**src/prq_pkg.sv**
```systemverilog
`timescale 1ns / 1ps
`default_nettype none
// ----------------------------------------------------------------------------
// Ready-queue scheduler package
// Field widths, operation and status codes, transaction structs and the
// command and status groups between the controller and the datapath.
// ----------------------------------------------------------------------------
package prq_pkg;

	localparam int ID_W           = 5;
	localparam int PRIO_W         = 5;
	localparam int OP_W           = 3;
	localparam int STATUS_W       = 2;
	localparam int DEF_NUM_TASKS  = 32;
	localparam int DEF_NUM_LEVELS = 32;

	localparam logic [OP_W-1:0] OP_READY  = 3'd0;
	localparam logic [OP_W-1:0] OP_YIELD  = 3'd1;
	localparam logic [OP_W-1:0] OP_BLOCK  = 3'd2;
	localparam logic [OP_W-1:0] OP_SWITCH = 3'd3;
	localparam logic [OP_W-1:0] OP_TICK   = 3'd4;

	localparam logic [STATUS_W-1:0] STAT_OK     = 2'd0;
	localparam logic [STATUS_W-1:0] STAT_EMPTY  = 2'd1;
	localparam logic [STATUS_W-1:0] STAT_NO_RUN = 2'd2;

	typedef struct packed {
		logic [OP_W-1:0]   operation;
		logic [ID_W-1:0]   task_id;
		logic [PRIO_W-1:0] task_prio;
	} sched_item_t;

	typedef struct packed {
		logic                switch_request;
		logic [ID_W-1:0]     run_task_id;
		logic [PRIO_W-1:0]   run_task_prio;
		logic                task_changed;
		logic [STATUS_W-1:0] status;
	} sched_result_t;

	typedef struct packed {
		logic                load;
		logic                enq_rd;
		logic                enq_wr;
		logic                src_run;
		logic                find;
		logic                rd_ht;
		logic                rd_link;
		logic                pop;
		logic                block;
		logic                set_req;
		logic                set_status;
		logic [STATUS_W-1:0] status;
		logic                finish;
	} dp_cmd_t;

	typedef struct packed {
		logic [OP_W-1:0] op;
		logic            id_ok;
		logic            running;
		logic            ready;
		logic            preempt;
		logic            found;
		logic            better;
	} dp_stat_t;

endpackage
`default_nettype wire

```
**src/prq_ctrl.sv**
```systemverilog
`timescale 1ns / 1ps
`default_nettype none
// ----------------------------------------------------------------------------
// Ready-queue scheduler controller
// Sequences each command through the enqueue, level search and dequeue
// steps of the datapath that it needs.
// ----------------------------------------------------------------------------
module prq_ctrl
	import prq_pkg::*;
(
	input  wire logic     clk,
	input  wire logic     arst_n,
	input  wire logic     start,
	output logic          busy,
	input  wire dp_stat_t stat,
	output dp_cmd_t       cmd
);

	typedef enum logic [3:0] {
		S_IDLE,
		S_DECODE,
		S_ENQ_RD,
		S_ENQ_WR,
		S_FIND,
		S_TICK_CHK,
		S_RD_HT,
		S_RD_LINK,
		S_POP,
		S_FINISH
	} state_t;

	state_t state_q;
	state_t state_d;
	logic   src_q;
	logic   src_d;

	assign busy = (state_q != S_IDLE);

	always_comb begin
		cmd     = '0;
		state_d = state_q;
		src_d   = src_q;
		case (state_q)
			S_IDLE: begin
				if (start) begin
					cmd.load = 1'b1;
					state_d  = S_DECODE;
				end
			end
			S_DECODE: begin
				case (stat.op)
					OP_READY: begin
						if (stat.id_ok) begin
							src_d   = 1'b0;
							state_d = S_ENQ_RD;
						end else begin
							state_d = S_FINISH;
						end
					end
					OP_YIELD: begin
						cmd.set_req = 1'b1;
						if (stat.running) begin
							src_d   = 1'b1;
							state_d = S_ENQ_RD;
						end else begin
							cmd.set_status = 1'b1;
							cmd.status     = STAT_NO_RUN;
							state_d        = S_FINISH;
						end
					end
					OP_BLOCK: begin
						if (stat.running) begin
							cmd.block   = 1'b1;
							cmd.set_req = 1'b1;
						end else begin
							cmd.set_status = 1'b1;
							cmd.status     = STAT_NO_RUN;
						end
						state_d = S_FINISH;
					end
					OP_SWITCH: begin
						if (stat.running) begin
							src_d   = 1'b1;
							state_d = S_ENQ_RD;
						end else begin
							state_d = S_FIND;
						end
					end
					OP_TICK: begin
						if (stat.running) begin
							state_d = S_FIND;
						end else begin
							cmd.set_status = 1'b1;
							cmd.status     = STAT_NO_RUN;
							state_d        = S_FINISH;
						end
					end
					default: begin
						state_d = S_FINISH;
					end
				endcase
			end
			S_ENQ_RD: begin
				cmd.enq_rd  = 1'b1;
				cmd.src_run = src_q;
				state_d     = S_ENQ_WR;
			end
			S_ENQ_WR: begin
				cmd.enq_wr  = 1'b1;
				cmd.src_run = src_q;
				if (!src_q) begin
					if (stat.running && stat.preempt) begin
						cmd.set_req = 1'b1;
						src_d       = 1'b1;
						state_d     = S_ENQ_RD;
					end else begin
						state_d = S_FINISH;
					end
				end else if (stat.op == OP_SWITCH) begin
					state_d = S_FIND;
				end else begin
					state_d = S_FINISH;
				end
			end
			S_FIND: begin
				cmd.find = 1'b1;
				state_d  = (stat.op == OP_SWITCH) ? S_RD_HT : S_TICK_CHK;
			end
			S_TICK_CHK: begin
				if (stat.found && stat.better) begin
					src_d   = 1'b1;
					state_d = S_ENQ_RD;
				end else begin
					state_d = S_FINISH;
				end
			end
			S_RD_HT: begin
				if (stat.found) begin
					cmd.rd_ht = 1'b1;
					state_d   = S_RD_LINK;
				end else begin
					cmd.set_status = 1'b1;
					cmd.status     = STAT_EMPTY;
					state_d        = S_FINISH;
				end
			end
			S_RD_LINK: begin
				cmd.rd_link = 1'b1;
				state_d     = S_POP;
			end
			S_POP: begin
				cmd.pop = 1'b1;
				state_d = S_FINISH;
			end
			S_FINISH: begin
				cmd.finish = 1'b1;
				if (stat.op == OP_TICK && stat.ready) begin
					cmd.set_req = 1'b1;
				end
				state_d = S_IDLE;
			end
			default: begin
				state_d = S_IDLE;
			end
		endcase
	end

	always_ff @(posedge clk or negedge arst_n) begin
		if (!arst_n) begin
			state_q <= S_IDLE;
			src_q   <= 1'b0;
		end else begin
			state_q <= state_d;
			src_q   <= src_d;
		end
	end

endmodule
`default_nettype wire

```
**src/prq_datapath.sv**
```systemverilog
`timescale 1ns / 1ps
`default_nettype none
// ----------------------------------------------------------------------------
// Ready-queue scheduler datapath
// Per-level head and tail memories, the task link memory, the non-empty
// level mask, the running task registers and the result register.
// ----------------------------------------------------------------------------
module prq_datapath
	import prq_pkg::*;
#(
	parameter int NUM_TASKS  = DEF_NUM_TASKS,
	parameter int NUM_LEVELS = DEF_NUM_LEVELS
) (
	input  wire logic        clk,
	input  wire logic        arst_n,
	input  wire sched_item_t item,
	input  wire dp_cmd_t     cmd,
	output dp_stat_t         stat,
	output logic             done,
	output sched_result_t    result
);

	localparam int LVL_W  = $clog2(NUM_LEVELS);
	localparam int TIDX_W = $clog2(NUM_TASKS);

	typedef enum logic [1:0] {
		RS_NONE,
		RS_RUNNING,
		RS_READY,
		RS_BLOCKED
	} run_state_t;

	logic [ID_W-1:0] head_mem [NUM_LEVELS];
	logic [ID_W-1:0] tail_mem [NUM_LEVELS];
	logic [ID_W-1:0] link_mem [NUM_TASKS];

	logic [NUM_LEVELS-1:0] mask_q;
	logic [ID_W-1:0]       run_id_q;
	logic [LVL_W-1:0]      run_prio_q;
	run_state_t            run_state_q;
	logic                  done_q;

	logic [OP_W-1:0]     op_q;
	logic [ID_W-1:0]     id_q;
	logic [LVL_W-1:0]    lvl_q;
	logic                id_ok_q;
	logic [ID_W-1:0]     prev_id_q;
	logic                prev_none_q;
	logic                req_q;
	logic [STATUS_W-1:0] status_q;
	logic                changed_q;
	logic [LVL_W-1:0]    best_q;
	logic                found_q;
	logic [ID_W-1:0]     rd_head_q;
	logic [ID_W-1:0]     rd_tail_q;
	logic [ID_W-1:0]     rd_link_q;
	sched_result_t       result_q;

	logic [LVL_W-1:0]      sat_lvl;
	logic [NUM_LEVELS-1:0] low_bit;
	logic [LVL_W-1:0]      best_lvl;
	logic [LVL_W-1:0]      enq_lvl;
	logic [ID_W-1:0]       enq_id;
	logic [LVL_W-1:0]      tail_raddr;

	assign sat_lvl = (int'(item.task_prio) >= NUM_LEVELS) ? LVL_W'(NUM_LEVELS - 1)
		: LVL_W'(item.task_prio);

	assign low_bit = mask_q & (~mask_q + NUM_LEVELS'(1));

	always_comb begin
		best_lvl = '0;
		for (int i = 0; i < NUM_LEVELS; i++) begin
			if (low_bit[i]) begin
				best_lvl = best_lvl | LVL_W'(i);
			end
		end
	end

	assign enq_lvl    = cmd.src_run ? run_prio_q : lvl_q;
	assign enq_id     = cmd.src_run ? run_id_q : id_q;
	assign tail_raddr = cmd.rd_ht ? best_q : enq_lvl;

	assign stat.op      = op_q;
	assign stat.id_ok   = id_ok_q;
	assign stat.running = (run_state_q == RS_RUNNING);
	assign stat.ready   = (run_state_q == RS_READY);
	assign stat.preempt = (lvl_q < run_prio_q);
	assign stat.found   = found_q;
	assign stat.better  = (best_q < run_prio_q);

	always_ff @(posedge clk) begin
		if (cmd.enq_wr && !mask_q[enq_lvl]) begin
			head_mem[enq_lvl] <= enq_id;
		end else if (cmd.pop && (rd_head_q != rd_tail_q)) begin
			head_mem[best_q] <= rd_link_q;
		end
		if (cmd.rd_ht) begin
			rd_head_q <= head_mem[best_q];
		end
	end

	always_ff @(posedge clk) begin
		if (cmd.enq_wr) begin
			tail_mem[enq_lvl] <= enq_id;
		end
		if (cmd.enq_rd || cmd.rd_ht) begin
			rd_tail_q <= tail_mem[tail_raddr];
		end
	end

	always_ff @(posedge clk) begin
		if (cmd.enq_wr && mask_q[enq_lvl]) begin
			link_mem[TIDX_W'(rd_tail_q)] <= enq_id;
		end
		if (cmd.rd_link) begin
			rd_link_q <= link_mem[TIDX_W'(rd_head_q)];
		end
	end

	always_ff @(posedge clk or negedge arst_n) begin
		if (!arst_n) begin
			mask_q      <= '0;
			run_id_q    <= '0;
			run_prio_q  <= '0;
			run_state_q <= RS_NONE;
			done_q      <= 1'b0;
		end else begin
			done_q <= cmd.finish;
			if (cmd.enq_wr) begin
				mask_q[enq_lvl] <= 1'b1;
				if (cmd.src_run) begin
					run_state_q <= RS_READY;
				end
			end
			if (cmd.block) begin
				run_state_q <= RS_BLOCKED;
			end
			if (cmd.pop) begin
				if (rd_head_q == rd_tail_q) begin
					mask_q[best_q] <= 1'b0;
				end
				run_id_q    <= rd_head_q;
				run_prio_q  <= best_q;
				run_state_q <= RS_RUNNING;
			end
		end
	end

	always_ff @(posedge clk) begin
		if (cmd.load) begin
			op_q        <= item.operation;
			id_q        <= item.task_id;
			lvl_q       <= sat_lvl;
			id_ok_q     <= (int'(item.task_id) < NUM_TASKS);
			prev_id_q   <= run_id_q;
			prev_none_q <= (run_state_q == RS_NONE);
			req_q       <= 1'b0;
			status_q    <= STAT_OK;
			changed_q   <= 1'b0;
		end
		if (cmd.set_req) begin
			req_q <= 1'b1;
		end
		if (cmd.set_status) begin
			status_q <= cmd.status;
		end
		if (cmd.find) begin
			best_q  <= best_lvl;
			found_q <= |mask_q;
		end
		if (cmd.pop) begin
			changed_q <= prev_none_q || (rd_head_q != prev_id_q);
		end
		if (cmd.finish) begin
			result_q.switch_request <= req_q | cmd.set_req;
			result_q.run_task_id    <= run_id_q;
			result_q.run_task_prio  <= PRIO_W'(run_prio_q);
			result_q.task_changed   <= changed_q;
			result_q.status         <= status_q;
		end
	end

	assign done   = done_q;
	assign result = result_q;

endmodule
`default_nettype wire

```
**src/priority_ready_queue_scheduler.sv**
```systemverilog
`timescale 1ns / 1ps
`default_nettype none
// ----------------------------------------------------------------------------
// Priority ready-queue scheduler
// A command runs from acceptance to its result strobe through the controller
// states: each enqueue reads the tail memory and then writes the queue, and a
// switch adds a level search, a head and tail read, a link read and the
// dequeue update. A new command may start in the cycle the result strobe shows.
// Reset empties every level and leaves no task running; the queue memories
// are not cleared, since the non-empty mask guards every read that matters.
// ----------------------------------------------------------------------------
module priority_ready_queue_scheduler
	import prq_pkg::*;
#(
	parameter int NUM_TASKS  = DEF_NUM_TASKS,
	parameter int NUM_LEVELS = DEF_NUM_LEVELS
) (
	input  wire logic        clk,
	input  wire logic        arst_n,
	input  wire logic        start,
	output logic             busy,
	input  wire sched_item_t item,
	output logic             done,
	output sched_result_t    result
);

	dp_cmd_t  cmd;
	dp_stat_t stat;

	prq_ctrl u_ctrl (
		.clk    (clk),
		.arst_n (arst_n),
		.start  (start),
		.busy   (busy),
		.stat   (stat),
		.cmd    (cmd)
	);

	prq_datapath #(
		.NUM_TASKS  (NUM_TASKS),
		.NUM_LEVELS (NUM_LEVELS)
	) u_datapath (
		.clk    (clk),
		.arst_n (arst_n),
		.item   (item),
		.cmd    (cmd),
		.stat   (stat),
		.done   (done),
		.result (result)
	);

endmodule
`default_nettype wire

```
**config.mk**
```make
export PLATFORM = sky130hd
export DESIGN_NAME = priority_ready_queue_scheduler
export DESIGN_NICKNAME = d
export VERILOG_FILES = /design/src/prq_pkg.sv /design/src/prq_ctrl.sv /design/src/prq_datapath.sv /design/src/priority_ready_queue_scheduler.sv
export SDC_FILE = /design/constraint.sdc
export NUM_CORES = 1
export LEC_CHECK = 0
export BUFFER_PORTS_ARGS = -buffer_cell sky130_fd_sc_hd__clkbuf_2
export CORE_MARGIN = 2
export CORE_UTILIZATION = 27
export CTS_CLUSTER_SIZE = 8
export DETAILED_ROUTE_END_ITERATION = 10
export PLACE_DENSITY = 0.46
export SYNTH_ARGS = -nofsm -noshare
export SYNTH_HDL_FRONTEND = slang
export SYNTH_SLANG_ARGS = --single-unit
```
**constraint.sdc**
```tcl
create_clock -name clk -period 9.2 [get_ports clk]
set_clock_uncertainty 0.1 [all_clocks]
set_input_delay 0.46 -clock clk [delete_from_list [all_inputs] [get_ports clk]]
set_output_delay 0.46 -clock clk [all_outputs]
set_load 0.01 [all_outputs]
```
======== After elaboration in Yosys (flattened, before gate mapping) ========
Memory sizes are Yosys's and may differ from the RTL's. A register that Yosys moved wholly into a read port is not among the register bits.
Index checks and enable logic that the tools add are counted.
operators by class
  bitwise operators ....................... 6
  multiplexer cells ....................... 99
  $add $sub $neg .......................... 1
  order comparisons ....................... 6
  reduce and logical (&&, ||, !) cells .... 31
  div/mod/pow operators ................... 0
  eq/ne operators ......................... 24
  $mul .................................... 0
  shift operators ......................... 0
operators with widths
  cell                     count
  $mux W32                 3
  $and A32 B32 Y32         2
  $mux W4                  16
  $not A32 Y32             2
  $mux W1                  39
  $mux W3                  12
  $pmux W4 S9              1
  $add A32 B1 Y32 const B  1
  $or A32 B32 Y32          1
  $reduce_or A32 Y1        1
  $mux W2                  14
  $mux W5                  5
  $eq A4 B3 Y1 const B     4
  $pmux W4 S4              1
  $reduce_or A16 Y1        1
  $lt A5 B6 Y1 const B     2
  $demux W1 S5             2
  $ge A5 B1 Y1 const B     2
  $lt A5 B5 Y1             2
  $ne A5 B5 Y1             2
  $reduce_bool A3 Y1       3
  $eq A4 B2 Y1 const B     2
  $eq A4 B4 Y1 const B     2
  $logic_and A1 B1 Y1      8
  other kinds (30)         39
storage, ports and cells
  input port bits ......................... 16
  bits in latches ......................... 0
  register bits ........................... 93
  bits in writable memories ............... 480
  ROM bits ................................ 0
  memories ................................ 3
  output and inout port bits .............. 16
memories
  memory               depth  bits a word  rd ports  clocked after memory_dff  wr ports  RTL line            RTL
  u_datapath.head_mem  32     5            1         1                         1         prq_datapath.sv:33  logic [ID_W-1:0] head_mem [NUM_LEVELS];
  u_datapath.link_mem  32     5            1         1                         1         prq_datapath.sv:35  logic [ID_W-1:0] link_mem [NUM_TASKS];
  u_datapath.tail_mem  32     5            1         1                         1         prq_datapath.sv:34  logic [ID_W-1:0] tail_mem [NUM_LEVELS];

======== Depth between registers and ports, before layout ========
  depth in word-level cells ............... 29
  depth in mapped cells ................... 11
  gate-level depth less buffers ........... 8

======== Hierarchy ========
A second synthesis with hierarchy kept.
second synthesis, totals
  cell total of the unflattened synthesis .. 1403
  area total of the unflattened synthesis .. 24389.6 um2
by module, submodules not included
  module        cells an instance  times used  area each (um2)
  prq_datapath  1316               1           23781.6
  prq_ctrl      87                 1           608.1

======== Worst setup path after synthesis ========
No wires, ideal clock.
  path kind ............................... flip-flop to flip-flop
  start point ............................. register u_ctrl.state_q[2]
  end point ............................... memory u_datapath.link_mem[10][0] (enable)
  data arrival time ....................... 2.852 ns
  library setup time ...................... 0.340 ns
  data required time ...................... 8.760 ns
  buffers on the path ..................... 3
  cell stages (with the launch flop) ...... 11
  path slack .............................. 5.908 ns
  cells stage by stage .................... dfrtp_1 -> and4bb_4 -> mux2i_1 -> buf_6 -> mux4_2 -> a2bb2oi_1 -> and4_1 -> buf_2 -> or3b_1 -> buf_2 -> nor2_1
between the ends
  word-level cells in the longest chain between the ends .. 9
  elaborated cells on any way between the ends .. 11
  those cells by class .................... 2 x eq/ne; 7 x mux; 2 x reduce/logical
ends and longest elaborated chain
  item                               RTL line             RTL
  start, declared                    prq_ctrl.sv:32       state_t state_q;
  start signal, assigned             prq_ctrl.sv:173      state_q <= state_d;
  $eq A4 B2 Y1                       prq_ctrl.sv:43       case (state_q)
  $reduce_or A2 Y1 (no source line)  --
  $mux W1                            prq_ctrl.sv:43
  $mux W5                            prq_datapath.sv:80   assign enq_lvl = cmd.src_run ? run_prio_q : lvl_q;
  $bmux W1 S5                        prq_datapath.sv:113  if (cmd.enq_wr && mask_q[enq_lvl]) begin
  $mux W1 (implied by the code)      prq_datapath.sv:113
  $logic_and A1 B1 Y1 (*)            prq_datapath.sv:113
  $mux W1 (*)                        prq_datapath.sv:113
  $mux W1 (implied by the code) (*)  prq_datapath.sv:114  link_mem[TIDX_W'(rd_tail_q)] <= enq_id;
  end, declared                      prq_datapath.sv:35
Mark *: on every way between the ends. The rest lies on a longest branch, timed or not. The select of a mux whose other input is x is not followed.

======== Worst setup path after layout ========
  start point ............................. register u_ctrl.state_q[1]
  end point ............................... memory u_datapath.head_mem[13][2] (enable)
between the ends
  word-level cells in the longest chain between the ends .. 12
  elaborated cells on any way between the ends .. 21
  those cells by class .................... 3 x eq/ne; 13 x mux; 5 x reduce/logical
ends and longest elaborated chain
  item                                                        RTL line            RTL
  $eq A4 B2 Y1                                                prq_ctrl.sv:43
  $reduce_or A2 Y1 (no source line)                           --
  $mux W1                                                     prq_ctrl.sv:43
  $mux W5                                                     prq_datapath.sv:80
  $bmux W1 S5                                                 prq_datapath.sv:93  if (cmd.enq_wr && !mask_q[enq_lvl]) begin
  $mux W1 (implied by the code)                               prq_datapath.sv:93
  $logic_not A1 Y1                                            prq_datapath.sv:93
  $logic_and A1 B1 Y1                                         prq_datapath.sv:93
  $mux W1                                                     prq_datapath.sv:93
  $mux W1 (implied by the code)                               prq_datapath.sv:96  head_mem[best_q] <= rd_link_q;
  $reduce_or A5 Y1 (no source line)                           --
  $mux W5 (no source line) / $mux W1 (equally long branches)  --
  end, declared                                               prq_datapath.sv:33
Several ways; a longest one is shown, not always the timed one. The select of a mux whose other input is x is not followed.

==> results by group <==
Placed design
  • Placed cell area: 26,200 um2
  • Gpl congestion: 0.865
  • Post-DP HPWL: 41.5 mm
  • Setup WS pre-CTS: 4450 ps
  • PortBufs: 31
  • Dpl cells: 2,655

Synth
  • Cells after Synth: 1,500
  • Post-synth EDFFs: 537
  • Asr flop ratio synth: 8.50%
  • Sequential-to-total area share from yosys stat: 70.6%
  • Dominant cells by area after synthesis: edfxtp_1, mux4_2, dfrtp_1, a211oi_1, nor2_1
  • Post-synth top area cell: edfxtp_1
  • Synth top area share: 65.4%
  • Syn Area/Cell: 16.4 um2
  • Cell Area, Synth: 24,600 um2
  • Cell variety after synth: 58
  • Prevailing post-synth register cell: edfxtp_1
  • Synthesized flop and latch total: 588
  • Syn Nets: 1,524
  • Yosys warning total: 0

Floorplanning
  • Cell Rows: 110
  • Core area: 90,300 um2
  • Die Ht: 306 um
  • Die width: 306 um
  • Starting Density: 27.3%
  • Die area: 93,700 um2
  • I/O pin cnt: 32

Global route
  • Largest net degree at the start of global routing: 81
  • Aggregate global routing overflow: 0
  • GRT Resource Usage Total: 14.0%
  • Vias in the first global route: 14,200
  • Initial antenna violation count: 1
  • First-pass GRT wire length: 97.4 mm

Clocking
  • Post-CTS Setup Inserts: 0
  • CTS max path bufs: 3
  • H-tree Lvls: 3
  • Num CTS Buffers: 84
  • CTS clock-pin slew for the worst setup and hold paths: 50 ps
  • Post-cts gate resize count: 0
  • Root Buffer: clkbuf_16
  • Cts hold-fix bufs: 12
  • Clock Latency Late Sink: 620 ps
  • TritonCTS sink count: 588
  • TritonCTS clock tree: built

Layout
  • Finished Layout Cells: 2,799
  • Layout cells sized above 1: 18.5%
  • ANT cells: 0
  • Synth-to-Final Area Change: 16.4%
  • Final Instance Area: 28,700 um2
  • Final design utilization: 31.8%
  • Net count, final: 1,601

Timing
  • Final Hold Viols: 0
  • Final setup vio count: 0
  • Sum Neg Setup Slack: 0 ps
  • RSZ-0062 raised after global routing: no
  • Final Cycle Share: 51.4%
  • Fin. max-slew vios: 0
  • Clock period minus final worst setup slack: 4720 ps
  • Worst-margin pin slew: 1140 ps
  • PnR worst setup slack: 4480 ps
  • Max-slew headroom: 23.1%
  • Achievable frequency: 212 MHz

Status
  • Status: finished clean

Drt
  • Vias per Instance: 4.94
  • Detail Route Antenna Nets: 0
  • Residual DRC: 0
  • DRT Wirelength: 65.9 mm
  • TritonRoute pass-1 iters: 5
  • DR iter-0 viols: 1,191
  • WL per Instance: 23.6 um
  • Vias: 13,800

Worst setup path
  • Worst EP required: 9350 ps
  • CP Class: reg2reg
  • Max incr delay on CP: 900 ps
  • Worst R2R Setup Slack: 4480 ps
  • Worst-path cell chain: and4bb_4 > mux2i_2 > mux4_2 > a22oi_1 > and4_1 > a31oi_2 > nor2_1
  • Crit path to: u_datapath.head_mem[13][2]
  • CP max-delay cell: mux2i_2
  • Data arrival, critical path: 4870 ps
  • Worst setup EP type: flop
  • FF-to-FF End: u_datapath.head_mem[13][2]
  • Critical Path Source Type: flop
  • R2r startpoint: u_ctrl.state_q[1]
  • Critical path startpoint: u_ctrl.state_q[1]
  • Worst-path fanout max: 20
  • R2R cell count: 7

Pwr
  • Peak supply drop: 136 uV
  • Leak pwr: 9.43 nW
  • Pwr/cell area: 289 nW/um2

Worst hold path
  • Hold Crit Class: in2reg

Flow run
  • Max cap viols: 0
==> flip-flops by register name, indices dropped and copies added (netlist names), 14 cells and up <==
| name | flops |
|---|---|
| u_datapath.mask_q | 32 |
| u_datapath.result | 14 |
| u_datapath.head_mem | 160 |
| u_datapath.link_mem | 160 |
| u_datapath.tail_mem | 160 |
==> cell families (layout without fill, tap and decap cells) <==
group / Yosys count / in the layout / share of synthesized area (%)
xor gates and xnor gates: 11 / 11 / 0.391
AOI/OAI and AO/OA: 226 / 226 / 6.70
DFF: 588 / 588 / 70.6
and+or+nand+nor: 335 / 335 / 6.35
adders and majority gates: 8 / 8 / 0.406
buffers and inverters: 141 / 264 / 2.24
muxes: 191 / 191 / 13.3
==> per-layer routing <==
layer / vias to the layer above / track usage (%) / wire length, um
li1: 6087 / - / -
met1: 7178 / 19.1 / 29400
met2: 454 / 22.8 / 31500
met3: 95 / 2.46 / 3410
met4: 0 / 4.18 / 1650
met5: - / 0 / 0
==> cell usage after synthesis (all sizes together) (4+ instances only) <==
library cell / instances
edfxtp: 537
xor2: 5
clkbuf: 58
a21oi: 30
o31ai: 5
dfrtp: 50
ha: 8
buf: 21
inv: 61
a21o: 7
a2bb2oi: 5
a22oi: 7
nor3: 24
nand2b: 18
mux4: 106
a211oi: 82
xnor2: 6
nand4: 13
nor4: 5
a31oi: 4
or3: 8
mux2i: 55
mux2: 30
o21ai: 18
o22a: 16
or4: 4
nand3: 16
a211o: 40
or2: 6
nor2: 146
nor2b: 12
nand2: 63
nand3b: 4
==> where the power goes <==
group / internal, mW / switching (mW)
logic: 0.629 / 1.25
registers: 3.41 / 0.203
clock network: 1.70 / 1.10
total: 5.74 / 2.56
==> stage by stage <==
stage | total power, mW | hold slack (ps)
6_report | 8.30 | 63.3
5_1_grt | 8.67 | 21.1
4_1_cts | 8.39 | 16.0
3_5_place_dp | 5.56 | 307
3_3_place_gp | 5.56 | 309
2_1_floorplan | 4.79 | 64.4
==> cell usage in the layout (no fill, tap or decap), drive strengths merged, types with 7 or more instances in the layout <==
master / count
nand2b: 18
clkbuf: 157
edfxtp: 537
dlygate4sd3: 12
nand2: 63
dfrtp: 50
a21oi: 30
a22oi: 7
o21ai: 18
o22a: 16
buf: 27
nand3: 16
nand4: 13
inv: 64
mux4: 106
nor2b: 12
a21o: 7
mux2i: 55
nor2: 146
a211o: 40
mux2: 30
nor3: 24
a211oi: 82
ha: 8
or3: 8
==> final cells by class <==
cell class              count  area (um2)
clock inverters             6        66.3
multi-input cells         771        6750
flip-flops and latches    588       17400
fillers                  8736       61600
repair buffers             70         478
inverters                  62         233
well taps                1176        1470
clock buffers             126        2300
==> worst min path at each step <==
stage | cells past startpoint | end | start | slack (ps)
6_report | 1 | u_datapath.lvl_q[2] | item[2] | 60
5_1_grt | 1 | u_datapath.lvl_q[3] | item[3] | 20
4_1_cts | 1 | u_datapath.lvl_q[3] | item[3] | 20
3_5_place_dp | 0 | u_datapath.result[2] | u_datapath.changed_q | 310
3_3_place_gp | 0 | u_datapath.result[2] | u_datapath.changed_q | 310
2_1_floorplan | 0 | u_ctrl.src_q | arst_n | 60
==> critical path, delay by kind of cell, from the launching register on <==
family           cells  cell delay [ps]
multiplexers         2             1510
flip-flops           1              570
AO/OA/AOI/OAI        2              630
AND/OR/NAND/NOR      3             1560
Power figures use the tool's default switching activity.
